### src/hdl/luhn_pkg.sv
// ----------------------------------------------------------------------------
// Luhn check and card brand package
// Widths, brand codes, leading-digit constants and helper functions that the
// controller, the datapath and the top level share.
// ----------------------------------------------------------------------------
package luhn_pkg;

  // Card number width and digit limits.
  localparam int CARD_W        = 63;
  localparam int MAX_DIGITS    = 19;
  // A 63-bit value always fits in nineteen decimal digits.
  localparam int DEC_DIGITS    = 19;
  localparam int BCD_W         = 4 * DEC_DIGITS;
  localparam int BITS_PER_STEP = 3;
  localparam int CONV_STEPS    = CARD_W / BITS_PER_STEP;
  localparam int STEP_W        = $clog2(CONV_STEPS + 1);
  localparam int CNT_W         = $clog2(MAX_DIGITS + 1);

  // Brand codes.
  typedef enum logic [1:0] {
    BRAND_INVALID    = 2'd0,
    BRAND_AMEX       = 2'd1,
    BRAND_MASTERCARD = 2'd2,
    BRAND_VISA       = 2'd3
  } brand_e;

  // Leading digits, kept in BCD form.
  localparam logic [7:0] LEAD_AMEX_A = 8'h34;
  localparam logic [7:0] LEAD_AMEX_B = 8'h37;
  localparam logic [7:0] LEAD_MC_LO  = 8'h51;
  localparam logic [7:0] LEAD_MC_HI  = 8'h55;
  localparam logic [3:0] LEAD_VISA   = 4'd4;

  // Card lengths.
  localparam logic [CNT_W-1:0] LEN_AMEX     = CNT_W'(15);
  localparam logic [CNT_W-1:0] LEN_16       = CNT_W'(16);
  localparam logic [CNT_W-1:0] LEN_VISA_OLD = CNT_W'(13);
  localparam logic [CNT_W-1:0] LEN_MAX      = CNT_W'(MAX_DIGITS);

  // Commands from the controller to the datapath.
  typedef struct packed {
    logic load;
    logic conv;
    logic walk;
    logic publish;
  } luhn_cmd_t;

  // Status from the datapath to the controller.
  typedef struct packed {
    logic walk_done;
  } luhn_stat_t;

  // Digit sum of a doubled decimal digit.
  function automatic logic [3:0] doubled_digit_sum(input logic [3:0] d);
    logic [4:0] p;
    p = {d, 1'b0};
    doubled_digit_sum = (p > 5'd9) ? 4'(p - 5'd9) : p[3:0];
  endfunction

  function automatic brand_e classify(input logic ok, input logic [CNT_W-1:0] count,
                                     input logic [3:0] lead1, input logic [7:0] lead2);
    brand_e b;
    b = BRAND_INVALID;
    if (ok) begin
      if ((count == LEN_AMEX) && ((lead2 == LEAD_AMEX_A) || (lead2 == LEAD_AMEX_B))) begin
        b = BRAND_AMEX;
      end else if ((count == LEN_16) && (lead2 >= LEAD_MC_LO) && (lead2 <= LEAD_MC_HI)) begin
        b = BRAND_MASTERCARD;
      end else if (((count == LEN_VISA_OLD) || (count == LEN_16)) && (lead1 == LEAD_VISA)) begin
        b = BRAND_VISA;
      end
    end
    classify = b;
  endfunction

endpackage

### src/hdl/luhn_ctrl.sv
// ----------------------------------------------------------------------------
// Luhn check controller
// Sequences binary-to-BCD conversion and the digit walk, and owns the output
// valid flag.
// ----------------------------------------------------------------------------
module luhn_ctrl import luhn_pkg::*; (
  input  logic       clk_i,
  input  logic       rst_ni,
  input  logic       in_valid_i,
  output logic       in_stall_o,
  output logic       out_valid_o,
  input  logic       out_stall_i,
  input  luhn_stat_t stat_i,
  output luhn_cmd_t  cmd_o
);

  localparam logic [1:0] S_IDLE = 2'd0;
  localparam logic [1:0] S_CONV = 2'd1;
  localparam logic [1:0] S_WALK = 2'd2;
  localparam logic [1:0] S_HOLD = 2'd3;

  logic [1:0]        state_q, state_d;
  logic [STEP_W-1:0] step_cnt_q, step_cnt_d;
  logic              out_valid_q, out_valid_d;
  logic              slot_free;
  logic              in_accept;

  assign in_stall_o  = (state_q != S_IDLE);
  assign in_accept   = in_valid_i && !in_stall_o;
  assign out_valid_o = out_valid_q;
  // The output register can take a new result when empty or being drained.
  assign slot_free   = !out_valid_q || !out_stall_i;

  always_comb begin
    state_d    = state_q;
    step_cnt_d = step_cnt_q;
    cmd_o      = '0;
    case (state_q)
      S_IDLE: begin
        if (in_accept) begin
          cmd_o.load = 1'b1;
          step_cnt_d = '0;
          state_d    = S_CONV;
        end
      end
      S_CONV: begin
        cmd_o.conv = 1'b1;
        step_cnt_d = step_cnt_q + 1'b1;
        if (step_cnt_q == STEP_W'(CONV_STEPS - 1)) begin
          state_d = S_WALK;
        end
      end
      S_WALK: begin
        if (!stat_i.walk_done) begin
          cmd_o.walk = 1'b1;
        end else if (slot_free) begin
          cmd_o.publish = 1'b1;
          state_d       = S_IDLE;
        end else begin
          state_d = S_HOLD;
        end
      end
      S_HOLD: begin
        if (slot_free) begin
          cmd_o.publish = 1'b1;
          state_d       = S_IDLE;
        end
      end
      default: state_d = S_IDLE;
    endcase
  end

  always_comb begin
    out_valid_d = out_valid_q;
    if (cmd_o.publish) begin
      out_valid_d = 1'b1;
    end else if (out_valid_q && !out_stall_i) begin
      out_valid_d = 1'b0;
    end
  end

  always_ff @(posedge clk_i or negedge rst_ni) begin
    if (!rst_ni) begin
      state_q     <= S_IDLE;
      step_cnt_q  <= '0;
      out_valid_q <= 1'b0;
    end else begin
      state_q     <= state_d;
      step_cnt_q  <= step_cnt_d;
      out_valid_q <= out_valid_d;
    end
  end

  // A result is never written over one that is still waiting.
  a_publish_free: assert property (@(posedge clk_i) disable iff (!rst_ni)
    cmd_o.publish |-> (!out_valid_q || !out_stall_i))
    else $error("result published into an occupied output register");

  a_conv_range: assert property (@(posedge clk_i) disable iff (!rst_ni)
    (state_q == S_CONV) |-> (step_cnt_q < STEP_W'(CONV_STEPS)))
    else $error("conversion counter out of range");

  a_accept_starts: assert property (@(posedge clk_i) disable iff (!rst_ni)
    in_accept |=> (state_q == S_CONV) && (step_cnt_q == '0))
    else $error("accepted transaction did not start conversion");

endmodule

### src/hdl/luhn_dp.sv
// ----------------------------------------------------------------------------
// Luhn check datapath
// Converts the card number to BCD three bits per cycle, then walks the digits
// from the least significant end, one per cycle, and holds the result.
// ----------------------------------------------------------------------------
module luhn_dp import luhn_pkg::*; (
  input  logic              clk_i,
  input  logic              rst_ni,
  input  logic [CARD_W-1:0] card_value_i,
  input  luhn_cmd_t         cmd_i,
  output luhn_stat_t        stat_o,
  output logic [1:0]        brand_o,
  output logic              luhn_ok_o,
  output logic [CNT_W-1:0]  digit_total_o
);

  logic [CARD_W-1:0] bin_q, bin_d;
  logic [BCD_W-1:0]  bcd_q, bcd_d;
  logic [3:0]        sum_q, sum_d;
  logic [CNT_W-1:0]  count_q, count_d;
  logic [3:0]        lead1_q, lead1_d;
  logic [7:0]        lead2_q, lead2_d;
  logic              odd_q, odd_d;
  logic [1:0]        brand_q;
  logic              luhn_ok_q;
  logic [CNT_W-1:0]  digit_total_q;

  logic [BCD_W-1:0]  conv_bcd;
  logic [CARD_W-1:0] conv_bin;
  logic [3:0]        digit;
  logic [3:0]        addend;
  logic [4:0]        sum_raw;
  logic [3:0]        sum_next;

  // Shift-and-add-3 conversion, several bit steps per cycle.
  always_comb begin
    conv_bcd = bcd_q;
    conv_bin = bin_q;
    for (int k = 0; k < BITS_PER_STEP; k++) begin
      for (int j = 0; j < DEC_DIGITS; j++) begin
        if (conv_bcd[4*j +: 4] >= 4'd5) begin
          conv_bcd[4*j +: 4] = conv_bcd[4*j +: 4] + 4'd3;
        end
      end
      conv_bcd = {conv_bcd[BCD_W-2:0], conv_bin[CARD_W-1]};
      conv_bin = {conv_bin[CARD_W-2:0], 1'b0};
    end
  end

  assign digit    = bcd_q[3:0];
  assign addend   = odd_q ? digit : doubled_digit_sum(digit);
  assign sum_raw  = {1'b0, sum_q} + {1'b0, addend};
  // The sum is kept modulo ten.
  assign sum_next = (sum_raw >= 5'd10) ? 4'(sum_raw - 5'd10) : sum_raw[3:0];

  assign stat_o.walk_done = (bcd_q == '0) || (count_q == LEN_MAX);

  always_comb begin
    bin_d   = bin_q;
    bcd_d   = bcd_q;
    sum_d   = sum_q;
    count_d = count_q;
    lead1_d = lead1_q;
    lead2_d = lead2_q;
    odd_d   = odd_q;
    if (cmd_i.load) begin
      bin_d   = card_value_i;
      bcd_d   = '0;
      sum_d   = '0;
      count_d = '0;
      lead1_d = '0;
      lead2_d = '0;
      odd_d   = 1'b1;
    end else if (cmd_i.conv) begin
      bin_d = conv_bin;
      bcd_d = conv_bcd;
    end else if (cmd_i.walk) begin
      if (bcd_q[BCD_W-1:4] == '0) begin
        lead1_d = digit;
      end else if (bcd_q[BCD_W-1:8] == '0) begin
        lead2_d = bcd_q[7:0];
      end
      sum_d   = sum_next;
      odd_d   = !odd_q;
      count_d = count_q + 1'b1;
      bcd_d   = {4'd0, bcd_q[BCD_W-1:4]};
    end
  end

  always_ff @(posedge clk_i) begin
    bin_q   <= bin_d;
    bcd_q   <= bcd_d;
    sum_q   <= sum_d;
    count_q <= count_d;
    lead1_q <= lead1_d;
    lead2_q <= lead2_d;
    odd_q   <= odd_d;
    if (cmd_i.publish) begin
      brand_q       <= classify(sum_q == 4'd0, count_q, lead1_q, lead2_q);
      luhn_ok_q     <= (sum_q == 4'd0);
      digit_total_q <= count_q;
    end
  end

  assign brand_o       = brand_q;
  assign luhn_ok_o     = luhn_ok_q;
  assign digit_total_o = digit_total_q;

  a_sum_range: assert property (@(posedge clk_i) disable iff (!rst_ni)
    cmd_i.walk |-> (sum_q < 4'd10))
    else $error("running digit sum left the range of one decimal digit");

  a_count_limit: assert property (@(posedge clk_i) disable iff (!rst_ni)
    cmd_i.walk |-> (count_q < LEN_MAX))
    else $error("digit walk ran past the digit limit");

  a_brand_needs_ok: assert property (@(posedge clk_i) disable iff (!rst_ni)
    cmd_i.publish |=> (brand_q == BRAND_INVALID) || luhn_ok_q)
    else $error("brand reported for a number that fails the check");

endmodule

### src/hdl/luhn_card_brand_check_unit.sv
// ----------------------------------------------------------------------------
// Luhn check and card brand unit
// Checks the Luhn digit sum of a binary card number and classifies its brand.
//
// The input channel carries one card number per transaction (in_valid_i,
// in_stall_o, card_value_i). The output channel returns one transaction per
// number with brand_o, luhn_ok_o and digit_total_o, held in an output register
// under out_valid_o and out_stall_i.
// Each number is converted to BCD three bits per cycle, then its
// digits are walked one per cycle from the least significant end. The result
// is registered once the walk ends and the output register is free; the unit
// takes no new number until then, since the BCD converter and the single
// digit accumulator serve one number at a time.
// A new number may be accepted while the previous result still waits; if the
// receiver stalls and the next result is finished, the unit holds it and keeps
// in_stall_o high until the output register drains.
// Reset clears the controller and the output valid flag; the unit is ready for
// a number in the first cycle after reset.
// ----------------------------------------------------------------------------
module luhn_card_brand_check_unit import luhn_pkg::*; (
  input  logic              clk_i,
  input  logic              rst_ni,
  input  logic              in_valid_i,
  output logic              in_stall_o,
  input  logic [CARD_W-1:0] card_value_i,
  output logic              out_valid_o,
  input  logic              out_stall_i,
  output logic [1:0]        brand_o,
  output logic              luhn_ok_o,
  output logic [CNT_W-1:0]  digit_total_o
);

  luhn_cmd_t  cmd;
  luhn_stat_t stat;

  luhn_ctrl u_ctrl (
    .clk_i       (clk_i),
    .rst_ni      (rst_ni),
    .in_valid_i  (in_valid_i),
    .in_stall_o  (in_stall_o),
    .out_valid_o (out_valid_o),
    .out_stall_i (out_stall_i),
    .stat_i      (stat),
    .cmd_o       (cmd)
  );

  luhn_dp u_dp (
    .clk_i         (clk_i),
    .rst_ni        (rst_ni),
    .card_value_i  (card_value_i),
    .cmd_i         (cmd),
    .stat_o        (stat),
    .brand_o       (brand_o),
    .luhn_ok_o     (luhn_ok_o),
    .digit_total_o (digit_total_o)
  );

endmodule
### config.mk
export PLATFORM = sky130hd
export DESIGN_NAME = luhn_card_brand_check_unit
export DESIGN_NICKNAME = d
export VERILOG_FILES = /design/src/hdl/luhn_pkg.sv /design/src/hdl/luhn_ctrl.sv /design/src/hdl/luhn_dp.sv /design/src/hdl/luhn_card_brand_check_unit.sv
export SDC_FILE = /design/constraint.sdc
export NUM_CORES = 1
export LEC_CHECK = 0
export ABC_AREA = 1
export BUFFER_PORTS_ARGS = -buffer_cell sky130_fd_sc_hd__buf_2
export CORE_ASPECT_RATIO = 0.8
export CORE_MARGIN = 3
export CORE_UTILIZATION = 25
export CTS_CLUSTER_DIAMETER = 80
export DETAILED_ROUTE_END_ITERATION = 8
export GPL_ROUTABILITY_DRIVEN = 0
export HOLD_SLACK_MARGIN = 0.02
export SYNTH_ARGS = -nofsm -noshare
export SYNTH_HDL_FRONTEND = slang
export SYNTH_SLANG_ARGS = --single-unit
### constraint.sdc
create_clock -name clk_i -period 9.9 [get_ports clk_i]
set_clock_uncertainty 0.15 [all_clocks]
set_input_delay 0.495 -clock clk_i [delete_from_list [all_inputs] [get_ports clk_i]]
set_output_delay 0.495 -clock clk_i [all_outputs]
set_load 0.05 [all_outputs]
==> results.toml, run 1 <==
[setup_path]
worstSetupStartpointType = "register"
max_stage_delay_ps = 730
crit_slowest_cell = "sky130_fd_sc_hd__nand2_4"
required_ps = 10060
worstSetupEndpointType = "register"
cp_delay_by_family_top = "simple AND/OR/NAND/NOR gates"
worstPathArrival_ps = 3870
critical_path.most_common_cell = "sky130_fd_sc_hd__a21oi_1"
worst-r2r-setup-slack_ps = 6180
timing_worst_setup_path_type = "reg2reg"
cp_num_buf_inv = 2
timing.critical_path.cells = "inv_1, ha_1, nand4_1, nor2_1, nand3_1, nor3_1, nand2_1, nand3_4, nand2_4, clkinv_2, a21oi_1, a21oi_1"
timing.critical_path.fanout_max = 51

[synth]
synth_enable_flop_cells = 71
synth_async_sr_flop_share_pct = 4.52
syn_inst = 2109
synth_area_leader_cell = "sky130_fd_sc_hd__nand2_1"
syn-mean-instance-area_um2 = 6.47
ys_seq_area_share_pct = 31.5
ys_ff_latch = 177
syn-cell-area_um2 = 13600
synth.yosys.warnings = 0
synth.net_count = 2264
synthFlopType = "sky130_fd_sc_hd__dfxtp_1"
synthDistinctLibCells = 48
synth.top_cell.area_share_pct = 21.7
post_synth_main_area_contributors = "sky130_fd_sc_hd__nand2_1, sky130_fd_sc_hd__edfxtp_1, sky130_fd_sc_hd__dfxtp_1"

[clocking]
ctsRootBufferMaster = "sky130_fd_sc_hd__clkbuf_16"
tritoncts_num_sinks = 177
postCtsSetupBuffers = 0
clkLatencyLatePin_ps = 450
cts_tree = "done"
cts_resized = 0
clock_tree.htree_level_count = 4
cts_buffer_depth = 2
cts-buffers-inserted = 17
worst_setup_hold_path_clk_slew_ps = 70

[routing]
routed_len_inst_um = 12.3
vias = 13000
postRouteAntennaNets = 0
detail_route.drc_violations = 0
totalWireLength_um = 35300
drt_first_iter_violations = 1143
count_of_tritonroute_iterations_in_the_first_routing_pass = 5
vias_per_cell = 4.53

[global_routing]
grt_first_pass_wirelength_um = 58300
grt_pass1_vias = 11600
gr-total-overflow = 0
global_route_usage_over_all_layers_pct = 12.3
grt_max_degree = 80
antenna_found_initial = 0

[timing]
slew_violations = 0
finalSetupTns_ps = 0
relSlewSlack_pct = 31.2
rsz0062_at_grt = "no"
setup_slack_ps = 6180
max_freq_ghz = 0.269
hold_viol_final = 0
final-setup-viol-count = 0
share_of_the_clock_period_used_by_the_worst_path_after_layout_pct = 37.6
worst-slew-pin-transition_ps = 1030
layout_min_cycle_time_ps = 3720

[finish]
nets = 2313
area_growth_syn_to_layout_pct = 11.6
num_antenna_cells = 0
share_of_post_route_cells_with_drive_strength_above_1_pct = 9.63

[worst_hold_path]
hold_path.class = "in2reg"

[die]
row_count = 75
die-area_um2 = 57500
die_y_um = 215
start_util_pct = 25.7
die_span_x_um = 267
core_region_area_um2 = 53200
boundaryPins = 77

[placement]
port_buffers = 76
detailedPlace.worstSlack_ps = 6180
place_hpwl_um = 25700

[run]
max_cap_check_violation_count = 0

[run_status]
run_status = "completed"
## synthesized netlist by cell type, types with 27 or more instances
library cell and number:
sky130_fd_sc_hd__a21oi_1 107, sky130_fd_sc_hd__clkbuf_1 28, sky130_fd_sc_hd__dfxtp_1 98, sky130_fd_sc_hd__edfxtp_1 71, sky130_fd_sc_hd__ha_1 87, sky130_fd_sc_hd__inv_1 261
sky130_fd_sc_hd__nand2_1 790, sky130_fd_sc_hd__nand2_2 27, sky130_fd_sc_hd__nand3_1 191, sky130_fd_sc_hd__nand4_1 39, sky130_fd_sc_hd__nor2_1 81, sky130_fd_sc_hd__o21ai_0 102
sky130_fd_sc_hd__o21ai_1 46
## worst reg2reg max path, delay by kind of cell, from the launching register on
kind / cells / cell delay, ps
fa+ha+maj: 1 / 240
buf+inv: 2 / 760
simple gates: 7 / 1610
compound gates: 2 / 380
flops: 1 / 450
## routing by layer
layer	part of all wire (%)	track usage, %
met5	0	0
met2	40	17.4
met1	54	19.1
met4	0.73	2.32
met3	5.3	2.37
## stage by stage
step	hold WS [ps]	cells	cell area [um2]	util [%]
2_1_floorplan	49.4	2109	13600	-
3_3_place_gp	242	2831	14700	27.6
3_5_place_dp	240	2831	14700	27.6
6_report	167	2864	15200	28.6
4_1_cts	144	2864	15200	28.6
5_1_grt	154	2864	15200	28.6
## logic make-up after synthesis
family / share of synthesized area (%)
AOI/OAI and AO/OA: 12.8
xor gates and xnor gates: 0.633
buffers and inverters: 9.74
and+or+nand+nor: 37.2
adders and majority gates: 8.12
DFF: 31.5
## cells in the final DEF, fill, tap and decap left out, types with 4 or more instances in the layout
| cell type | synthesis | final |
|---|---|---|
| sky130_fd_sc_hd__inv_1 | 261 | 260 |
| sky130_fd_sc_hd__buf_4 | 2 | 6 |
| sky130_fd_sc_hd__nand3_1 | 191 | 191 |
| sky130_fd_sc_hd__o211ai_1 | 21 | 21 |
| sky130_fd_sc_hd__and2_1 | 6 | 6 |
| sky130_fd_sc_hd__nor2_4 | 2 | 4 |
| sky130_fd_sc_hd__dfxtp_1 | 98 | 98 |
| sky130_fd_sc_hd__nand3_2 | 17 | 17 |
| sky130_fd_sc_hd__o21ai_2 | 11 | 11 |
| sky130_fd_sc_hd__nor3_1 | 7 | 7 |
| sky130_fd_sc_hd__xnor2_1 | 5 | 5 |
| sky130_fd_sc_hd__nand2_1 | 790 | 790 |
| sky130_fd_sc_hd__nor4_1 | 4 | 4 |
| sky130_fd_sc_hd__nand3b_1 | 7 | 7 |
| sky130_fd_sc_hd__nand2_2 | 27 | 27 |
| sky130_fd_sc_hd__a31oi_1 | 12 | 12 |
| sky130_fd_sc_hd__inv_2 | 21 | 23 |
| sky130_fd_sc_hd__o21bai_1 | 11 | 11 |
| sky130_fd_sc_hd__clkbuf_16 | 0 | 17 |
| sky130_fd_sc_hd__nand4_1 | 39 | 39 |
| sky130_fd_sc_hd__edfxtp_1 | 71 | 71 |
| sky130_fd_sc_hd__o21ai_0 | 102 | 102 |
| sky130_fd_sc_hd__a21oi_1 | 107 | 107 |
| sky130_fd_sc_hd__clkinv_4 | 0 | 4 |
| sky130_fd_sc_hd__o21ai_1 | 46 | 46 |
| sky130_fd_sc_hd__clkinv_2 | 2 | 5 |
| sky130_fd_sc_hd__buf_2 | 13 | 76 |
| sky130_fd_sc_hd__ha_1 | 87 | 87 |
| sky130_fd_sc_hd__dfrtp_1 | 8 | 8 |
| sky130_fd_sc_hd__nor2_1 | 81 | 79 |
## path summary, 6_finish.rpt
kind / startpoint / to / depth (start not counted)
min reg2reg: u_dp.count_q[1]$_SDFFE_PP0P_ / u_dp.digit_total_o[1]$_DFFE_PP_ / 0
min: card_value_i[38] / u_dp.bin_q[38]$_DFFE_PP_ / 3
max in group asynchronous: rst_ni / u_ctrl.step_cnt_q[4]$_DFFE_PN0P_ / 2
max reg2reg: u_dp.bcd_q[44]$_SDFFE_PP0P_ / u_dp.bcd_q[38]$_SDFFE_PP0P_ / 12
max: u_dp.bcd_q[44]$_SDFFE_PP0P_ / u_dp.bcd_q[38]$_SDFFE_PP0P_ / 12
min in group asynchronous: rst_ni / u_ctrl.out_valid_o$_DFFE_PN0P_ / 2
## state kept, by name, indices dropped and copies added (netlist names), 4 cells and up
register and cells:
u_dp.bcd_q 76, u_dp.sum_q 4, u_ctrl.step_cnt_q 5, u_dp.lead2_q 8
u_dp.digit_total_o 5, u_dp.lead1_q 4, u_dp.bin_q 63, u_dp.count_q 5
## repair_timing
action	in CTS	in global routing
endpoints found under the hold margin	8	0
setup endpoints to repair	0	0
hold buffers	1	0
## final cells by class
| type | instances | area [um2] |
|---|---|---|
| inverter | 284 | 1070 |
| sequential | 177 | 4290 |
| fill | 5798 | 38000 |
| clock inverter | 13 | 90.1 |
| tap | 693 | 867 |
| multi-input combinational | 1595 | 8040 |
| clock buffer | 19 | 443 |
| timing repair buffer | 83 | 435 |
Power of run 1 is not shown: default switching activity piles up to over one toggle a cycle in this logic, so the estimate is an artifact.
==> run 2, diff against run 1 <==
Clock period 9.9 ns to 3.7 ns, I/O delays scaled along.
==> results.toml, run 2 (synthesis gave the netlist of run 1 again) <==
[global_routing]
grt_max_degree = 65
grt_pass1_vias = 12300
antenna_found_initial = 0
grt_first_pass_wirelength_um = 61300
gr-total-overflow = 0
global_route_usage_over_all_layers_pct = 12.9

[finish]
layout_commonest_cell = "sky130_fd_sc_hd__nand2_1"
largest_registers_ranked_by_flip_flop_count = "u_dp.bcd_q x76, u_dp.bin_q x63, u_dp.lead2_q x8"
register_area_um2 = 4300
share_of_post_route_cells_with_drive_strength_above_1_pct = 9.93
largest_register_ffs = 76
multi_input_area_um2 = 8040
layout_fillers = 5716
largest_register = "u_dp.bcd_q"
final_area_um2 = 16100
nets = 2388
layout_common_cells = "sky130_fd_sc_hd__nand2_1, sky130_fd_sc_hd__inv_1, sky130_fd_sc_hd__nand3_1, sky130_fd_sc_hd__a21oi_1, sky130_fd_sc_hd__o21ai_0"
area_growth_syn_to_layout_pct = 17.8

[power_and_ir_drop]
p_per_area_nw_per_um2 = 1020
p_leak_nw = 8.07
worst_ir_drop_vdd_uv = 448

[routing]
count_of_tritonroute_iterations_in_the_first_routing_pass = 5
totalWireLength_um = 37000
postRouteAntennaNets = 0
detail_route.drc_violations = 0
routed_len_inst_um = 12.6
vias_per_cell = 4.56
vias = 13400
drt_first_iter_violations = 1024

[clocking]
cts_tree = "done"
cts-buffers-inserted = 17
worst_setup_hold_path_clk_slew_ps = 70
ctsRootBufferMaster = "sky130_fd_sc_hd__clkbuf_16"
postCtsSetupBuffers = 0
clkLatencyLatePin_ps = 450
cts_buffer_depth = 2
clock_tree.htree_level_count = 4
tritoncts_num_sinks = 177

[die]
boundaryPins = 77
die_span_x_um = 267
start_util_pct = 25.7
core_region_area_um2 = 53200
die-area_um2 = 57500
die_y_um = 215
row_count = 75

[setup_path]
worstSetupStartpointType = "register"
timing.critical_path.cells = "inv_1, ha_1, inv_1, a21oi_2, nand2_1, a31oi_1, inv_1, fa_1, or2_2, nand2_1, ha_1, inv_1, o21ai_1, nand2_1, xnor2_1, o21ai_0, a21oi_1"
timing_worst_setup_path_type = "reg2reg"
worstSetupEndpointType = "register"
max_stage_delay_ps = 400
critical_path.most_common_cell = "sky130_fd_sc_hd__inv_1"
crit_slowest_cell = "sky130_fd_sc_hd__fa_1"
worstPathArrival_ps = 3390
cp_num_buf_inv = 4
timing.critical_path.fanout_max = 7
required_ps = 3860
cp_delay_by_family_top = "adder cells"

[run]
max_cap_check_violation_count = 0

[placement]
place_hpwl_um = 26300
detailedPlace.worstSlack_ps = 367
postPlaceCellArea_um2 = 14800
port_buffers = 76

[timing]
relSlewSlack_pct = 45.7
timing.hold.ws_ps = 47.3
worst-slew-pin-transition_ps = 814
finalSetupTns_ps = 0
hold_viol_final = 0
layout_min_cycle_time_ps = 3230
share_of_the_clock_period_used_by_the_worst_path_after_layout_pct = 87.3
max_freq_ghz = 0.310
rsz0062_at_grt = "no"
slew_violations = 0
setup_slack_ps = 471
final-setup-viol-count = 0

[worst_hold_path]
hold_path.class = "in2reg"

[run_status]
run_status = "completed"
==> run 2: per-layer routing <==
metal / share of wire, % / vias up / global-route usage, %
li1: - / 7098 / -
met1: 53 / 5989 / 19.4
met2: 40 / 276 / 19.0
met3: 5.0 / 44 / 2.13
met4: 1.7 / 0 / 3.34
met5: 0 / - / 0
==> run 2: path summary, 6_finish.rpt <==
kind / end / from / depth (start not counted) / slack [ps]
setup / recovery: u_dp.sum_q[1]$_SDFFE_PP0P_ / u_dp.bcd_q[1]$_SDFFE_PP0P_ / 17 / 470
setup reg to reg: u_dp.sum_q[1]$_SDFFE_PP0P_ / u_dp.bcd_q[1]$_SDFFE_PP0P_ / 17 / 470
max in group asynchronous: u_ctrl.step_cnt_q[4]$_DFFE_PN0P_ / rst_ni / 3 / 2560
hold reg to reg: u_dp.lead1_q[2]$_SDFFE_PP0P_ / u_dp.lead1_q[2]$_SDFFE_PP0P_ / 2 / 320
hold / removal: u_dp.bcd_q[57]$_SDFFE_PP0P_ / in_valid_i / 4 / 50
min in group asynchronous: u_ctrl.state_q[0]$_DFFE_PN0P_ / rst_ni / 3 / 570
==> run 2: metrics by stage <==
stage                     std cells  utilization (%)  power [mW]
after CTS                      2939             30.2        16.4
after global routing           2939             30.2        18.4
after detailed placement       2841             27.8        14.4
after floorplan                2109                -        12.1
after global placement         2841             27.8        14.4
final                          2940             30.2        16.4
==> run 2: worst register-to-register path, delay by kind of cell, from the launching register on <==
kind,cells,cell delay (ps)
xor+xnor,1,130
fa+ha+maj,3,760
flops,1,350
buf+inv,4,350
compound gates,5,740
simple gates,4,600
==> run 2: cell type report <==
class	instances	area share, %
Antenna cell	1	0.0156
Clock buffer	20	3.04
Tap cell	693	5.39
Multi-Input combinational cell	1595	50.0
Inverter	284	6.64
Sequential cell	177	26.7
Clock inverter	12	0.731
Timing Repair Buffer	158	7.45
==> run 2: timing repair <==
action	4_1_cts	5_1_grt
setup endpoints to repair	0	2
resized for setup	0	3
hold buffers	66	0
endpoints found under the hold margin	72	0
==> run 2: power breakdown <==
| group | internal [mW] | switching, mW |
|---|---|---|
| sequential | 3.12 | 0.596 |
| clock | 1.04 | 0.851 |
| combinational | 3.56 | 7.25 |
No activity file was read; power rests on OpenSTA's default activity.
